<file path="src/gcs_pkg.sv">
`default_nettype none
package gcs_pkg;

    // Step count limits and defaults
    localparam int CORDIC_STEPS_DEF = 32;
    localparam int ATAN_LEN         = 40;
    localparam int SQRT_STEPS       = 32;

    localparam logic [31:0] FOV_RESET    = 32'd67108864;
    localparam logic [31:0] CORDIC_GAIN  = 32'd652032874;
    localparam logic [31:0] QUARTER_TURN = 32'h4000_0000;
    localparam logic [31:0] HALF_TURN    = 32'h8000_0000;

    // atan(2^-i), full turn = 2^32
    localparam logic [31:0] ATAN_TAB [0:ATAN_LEN-1] = '{
        32'd536870912, 32'd316933406, 32'd167458907, 32'd85004756, 32'd42667331,
        32'd21354465,  32'd10679838,  32'd5340245,   32'd2670163,  32'd1335087,
        32'd667544,    32'd333772,    32'd166886,    32'd83443,    32'd41722,
        32'd20861,     32'd10430,     32'd5215,      32'd2608,     32'd1304,
        32'd652,       32'd326,       32'd163,       32'd81,       32'd41,
        32'd20,        32'd10,        32'd5,         32'd3,        32'd1,
        32'd1,         32'd0,         32'd0,         32'd0,        32'd0,
        32'd0,         32'd0,         32'd0,         32'd0,        32'd0
    };

    typedef struct packed {
        logic        [31:0] first_ra;
        logic signed [31:0] first_dec;
        logic        [31:0] second_ra;
        logic signed [31:0] second_dec;
    } t_in;

    typedef struct packed {
        logic [31:0] separation;
        logic        loose_outside;
        logic        beyond_fov;
    } t_out;

endpackage
`default_nettype wire

</file>
<file path="src/gcs_sqrt.sv">
`default_nettype none
// Floor square root of a 64-bit value, two radicand bits per stage
module gcs_sqrt #(
    parameter int TAG_W = 1
) (
    input  wire                    i_clk,
    input  wire                    i_rst_n,
    input  wire                    i_en,
    input  wire                    i_valid,
    input  wire       [63:0]       i_value,
    input  wire       [TAG_W-1:0]  i_tag,
    output logic                   o_valid,
    output logic      [31:0]       o_root,
    output logic      [TAG_W-1:0]  o_tag
);
    localparam int S = gcs_pkg::SQRT_STEPS;

    logic             r_v    [0:S];
    logic [63:0]      r_val  [0:S];
    logic [33:0]      r_rem  [0:S];
    logic [31:0]      r_root [0:S];
    logic [TAG_W-1:0] r_tag  [0:S];

    always_ff @(posedge i_clk) begin
        if (!i_rst_n) begin
            r_v[0] <= 1'b0;
        end else if (i_en) begin
            r_v[0] <= i_valid;
        end
        if (i_en) begin
            r_val[0]  <= i_value;
            r_rem[0]  <= '0;
            r_root[0] <= '0;
            r_tag[0]  <= i_tag;
        end
    end

    for (genvar k = 0; k < S; k++) begin : g_step
        logic [35:0] remc, trial;
        logic [33:0] nrem;
        logic [31:0] nroot;

        // restoring step: try (root << 2) | 1 against the shifted remainder
        always_comb begin
            remc  = {r_rem[k], r_val[k][63:62]};
            trial = {2'b00, r_root[k], 2'b01};
            if (remc >= trial) begin
                nrem  = 34'(remc - trial);
                nroot = {r_root[k][30:0], 1'b1};
            end else begin
                nrem  = remc[33:0];
                nroot = {r_root[k][30:0], 1'b0};
            end
        end

        always_ff @(posedge i_clk) begin
            if (!i_rst_n) begin
                r_v[k+1] <= 1'b0;
            end else if (i_en) begin
                r_v[k+1] <= r_v[k];
            end
            if (i_en) begin
                r_val[k+1]  <= {r_val[k][61:0], 2'b00};
                r_rem[k+1]  <= nrem;
                r_root[k+1] <= nroot;
                r_tag[k+1]  <= r_tag[k];
            end
        end
    end

    assign o_valid = r_v[S];
    assign o_root  = r_root[S];
    assign o_tag   = r_tag[S];
endmodule
`default_nettype wire

</file>
<file path="config.mk">
export PLATFORM = sky130hd
export DESIGN_NAME = gcs_sqrt
export DESIGN_NICKNAME = d
export VERILOG_FILES = /design/src/gcs_pkg.sv /design/src/gcs_sqrt.sv
export SDC_FILE = /design/constraint.sdc
export NUM_CORES = 2
export LEC_CHECK = 0
export BUFFER_PORTS_ARGS = -buffer_cell sky130_fd_sc_hd__buf_4
export CORE_MARGIN = 4
export CORE_UTILIZATION = 45
export DETAILED_ROUTE_END_ITERATION = 6
export PLACE_DENSITY = 0.71
export SYNTH_ARGS = -nofsm -noshare
export SYNTH_HDL_FRONTEND = slang
export SYNTH_MEMORY_MAX_BITS = 65536
export SYNTH_SLANG_ARGS = --single-unit
</file>
<file path="constraint.sdc">
create_clock -name i_clk -period 4.2 [get_ports i_clk]
set_clock_uncertainty 0.1 [all_clocks]
set_input_delay 0.84 -clock i_clk [delete_from_list [all_inputs] [get_ports i_clk]]
set_output_delay 0.84 -clock i_clk [all_outputs]
set_load 0.005 [all_outputs]
</file>
==> flow_metrics.env <==
export IMPL_synth_top_family_by_area="simple AND/OR/NAND/NOR gates"
export IMPL_worstSetupStartpoint="r_rem[0][512]"
export IMPL_avgSynthCellArea_um2=13.1
export IMPL_synthDominantCellAreaShare_pct=65.3
export IMPL_cellPowerDensity_nw_per_um2=549
export IMPL_criticalPathCategory="reg -> reg"
export IMPL_total_leakage_power_nw=52.7
export IMPL_post_synth_fa_ha_maj_area_fraction_pct=5.77
export IMPL_post_synth_edffs=2652
export IMPL_synth_cell_type_count=94
export IMPL_die_width_um=529
export IMPL_final_net_count=10300
export IMPL_place_hpwl_mm=183
export IMPL_synth_xor_xnor_area_share_pct=6.05
export IMPL_slew_violations=0
export IMPL_cell_types_with_the_largest_area_share_after_synthesis="sky130_fd_sc_hd__edfxtp_1 (65%), sky130_fd_sc_hd__ha_1 (5.8%), sky130_fd_sc_hd__xnor2_1 (3.1%)"
export IMPL_worst_path_required_time_ns=4.70
export IMPL_worst_pin_slew_ns=1.09
export IMPL_h_tree_depth=5
export IMPL_yosys_cell_count_top_type="sky130_fd_sc_hd__edfxtp_1"
export IMPL_timing_final_hold_violations=0
export IMPL_numCtsBuffers=293
export IMPL_muxShareOfSynthArea_pct=0.611
export IMPL_fp_dieArea_um2=279000
export IMPL_initial_utilization_pct=45.4
export IMPL_max_cap_viol_count=0
export IMPL_grt_antenna_before_repair=3
export IMPL_area_fraction_in_and_or_nand_and_nor_cells_after_synthesis_pct=9.80
export IMPL_r2r_start="r_rem[0][512]"
export IMPL_fin_crit_sh_pct=94.3
export IMPL_antenna_left=0
export IMPL_routed_length_on_met2_mm=131
export IMPL_drt_initial_drc_count=5752
export IMPL_synth_compound_area_share_pct=9.62
export IMPL_synthFlopType="sky130_fd_sc_hd__edfxtp_1"
export IMPL_clockBufferDepth=4
export IMPL_async_reset_ff_share_pct=0
export IMPL_setup_worst_path_start_class="flip-flop"
export IMPL_postSynthRegisterBits=2653
export IMPL_drive_above_1_share_pct=8.46
export IMPL_top_level_pins=103
export IMPL_synth_cells=9305
export IMPL_num_vias=73400
export IMPL_synth_largest_area_cell="sky130_fd_sc_hd__edfxtp_1"
export IMPL_synth_commonest_cells="sky130_fd_sc_hd__edfxtp_1 (2652), sky130_fd_sc_hd__inv_1 (696), sky130_fd_sc_hd__nand2_1 (604), sky130_fd_sc_hd__a21oi_1 (593), sky130_fd_sc_hd__ha_1 (562)"
export IMPL_cts_root_buf="sky130_fd_sc_hd__clkbuf_16"
export IMPL_gp_congestion=0.887
export IMPL_critical_path_peak_fanout=5
export IMPL_netlist_area_um2=122000
export IMPL_top_layer="met4"
export IMPL_wl_per_cell_um=19.0
export IMPL_signed_area_change_from_the_synthesized_netlist_to_the_final_layout_pct=13.4
export IMPL_clk_pin_slew_worst_paths_ns=0.06
export IMPL_setup_repair_after_global_routing_missed_its_margin="false"
export IMPL_remaining_drc_errors=0
export IMPL_slew_limit_headroom_pct=27.4
export IMPL_tritoncts="done"
export IMPL_antennaDiodeCount=0
export IMPL_fin_setup_tns_ns=0
export IMPL_timing_critical_path_arrival_ns=4.46
export IMPL_status="complete, no violations"
export IMPL_grt_util_all_layers_pct=18.0
export IMPL_cts_sinks=2653
export IMPL_latest_clock_arrival_within_the_worst_skew_pair_ns=0.90
export IMPL_setup_violations=0
export IMPL_route_final_wire_length_mm=256
export IMPL_rows=190
export IMPL_min_delay_path_class="in -> reg"
export IMPL_timing_hold_worst_start="i_value[26]"
export IMPL_max_freq_ghz=0.253
export IMPL_fp_dieH_um=529
export IMPL_peakVddDrop_mv=0.408
export IMPL_number_of_port_buffers=102
export IMPL_synthesis_nets=9936
export IMPL_globalRoute_totalOverflow=0
export IMPL_layout_min_cycle_time_ns=3.96
export IMPL_route_detailed_vias_per_inst=5.44
export IMPL_wirelength_met1_mm=106
export IMPL_fp_coreArea_um2=269000
export IMPL_drt_pass1_iter_count=5
export IMPL_met3RoutedLength_mm=11.9
export IMPL_first_global_vias=73000
export IMPL_yosysSeqAreaShare_pct=65.3
export IMPL_grt_pass1_wl_mm=403
export IMPL_yosys_warnings=0
export IMPL_hold_ws_ns=0.0828
export IMPL_setup_worst_path_end_class="flip-flop"
export IMPL_grt_start_max_net_pins=154
[metal layers]
layer | vias to the layer above | track usage, %
met1 | 35600 | 22.4
met4 | 0 | 5.26
li1 | 35400 | -
met3 | 498 | 2.65
met5 | - | 0
met2 | 1833 | 32.3
[stage by stage]
step / area (um2) / utilization, % / power (mW) / cells / worst slack, ns
global route: 138000 / 51.4 / 79.9 / 13500 / 0.0227
CTS: 138000 / 51.4 / 76.7 / 13500 / 0.260
detailed placement: 128000 / 47.6 / 50.6 / 12900 / 0.297
finish: 138000 / 51.4 / 75.8 / 13500 / 0.240
global placement: 128000 / 47.6 / 50.4 / 12900 / 0.227
floorplan: 122000 / - / 45.6 / 9305 / 0.832
[worst paths after layout]
kind | slack, ns | cells after the start | end
setup / recovery | 0.24 | 10 | r_rem[0][572]
hold / removal | 0.08 | 1 | r_val[0][26]
setup reg to reg | 0.24 | 10 | r_rem[0][572]
hold reg to reg | 0.29 | 0 | r_val[0][206]
[power breakdown]
| part | total, mW | internal, mW | switching (mW) |
|---|---|---|---|
| sequential | 35.5 | 33.3 | 2.17 |
| clock | 25.6 | 15.1 | 10.5 |
| combinational | 14.7 | 6.18 | 8.57 |
[critical path: stages (launching register included)]
cell and delay [ns]:
sky130_fd_sc_hd__edfxtp_1 0.41, sky130_fd_sc_hd__ha_1 0.39, sky130_fd_sc_hd__a21o_1 0.20, sky130_fd_sc_hd__a21oi_1 0.16, sky130_fd_sc_hd__o21ai_0 0.20, sky130_fd_sc_hd__a221oi_1 0.52
sky130_fd_sc_hd__o21ai_0 0.34, sky130_fd_sc_hd__a21boi_0 0.54, sky130_fd_sc_hd__nand2_1 0.20, sky130_fd_sc_hd__or4b_1 0.51, sky130_fd_sc_hd__xnor2_1 0.14
[placed cells by master, fill, tap and decap left out, types with 41 or more instances in the layout]
master / instances
sky130_fd_sc_hd__o21bai_1: 52
sky130_fd_sc_hd__clkbuf_16: 299
sky130_fd_sc_hd__nor2b_1: 69
sky130_fd_sc_hd__or4_1: 58
sky130_fd_sc_hd__o21a_1: 105
sky130_fd_sc_hd__xor2_1: 414
sky130_fd_sc_hd__dlygate4sd3_1: 61
sky130_fd_sc_hd__a21oi_1: 590
sky130_fd_sc_hd__nand3_1: 160
sky130_fd_sc_hd__o21ai_0: 487
sky130_fd_sc_hd__a31oi_1: 53
sky130_fd_sc_hd__nand2_1: 604
sky130_fd_sc_hd__clkbuf_1: 55
sky130_fd_sc_hd__nand2b_1: 122
sky130_fd_sc_hd__clkinv_2: 42
sky130_fd_sc_hd__or3_1: 97
sky130_fd_sc_hd__inv_1: 696
sky130_fd_sc_hd__xnor2_1: 429
sky130_fd_sc_hd__mux2_2: 60
sky130_fd_sc_hd__edfxtp_1: 2652
sky130_fd_sc_hd__nor2_1: 520
sky130_fd_sc_hd__o31ai_1: 58
sky130_fd_sc_hd__ha_1: 562
sky130_fd_sc_hd__or2_2: 41
sky130_fd_sc_hd__nor4_1: 130
sky130_fd_sc_hd__a211oi_1: 41
sky130_fd_sc_hd__clkinv_1: 45
sky130_fd_sc_hd__and3_1: 85
sky130_fd_sc_hd__nor3_1: 211
sky130_fd_sc_hd__buf_4: 229
sky130_fd_sc_hd__nand4_1: 107
sky130_fd_sc_hd__a21o_1: 266
[logic make-up after synthesis]
| kind of cell | after synthesis |
|---|---|
| adders and majority gates | 562 |
| muxes | 67 |
| DFF | 2653 |
| xor gates and xnor gates | 843 |
| other | 1 |
| buffers and inverters | 907 |
| and+or+nand+nor | 2373 |
| AOI/OAI and AO/OA | 1899 |
[final cells by class]
type | instances | area [um2]
well taps | 3552 | 4440
multi-input cells | 5745 | 38900
clock inverters | 174 | 1940
inverters | 702 | 2640
clock buffers | 354 | 7690
fillers | 22400 | 131000
flip-flops and latches | 2653 | 79700
repair buffers | 320 | 2940
[registers in the layout, summed over array words and instances, names as in the netlist]
register,cells
r_v,33
r_val,1056
r_tag,33
r_rem,1003
r_root,528
[timing repair]
| action | CTS | global route |
|---|---|---|
| buffers inserted | 0 | 0 |
| hold buffers | 61 | 0 |
| endpoints found under the setup margin | 0 | 1 |
| hold endpoints to repair | 61 | 0 |
| gates resized for setup | 0 | 1 |
(Power assumes the default switching activity.)
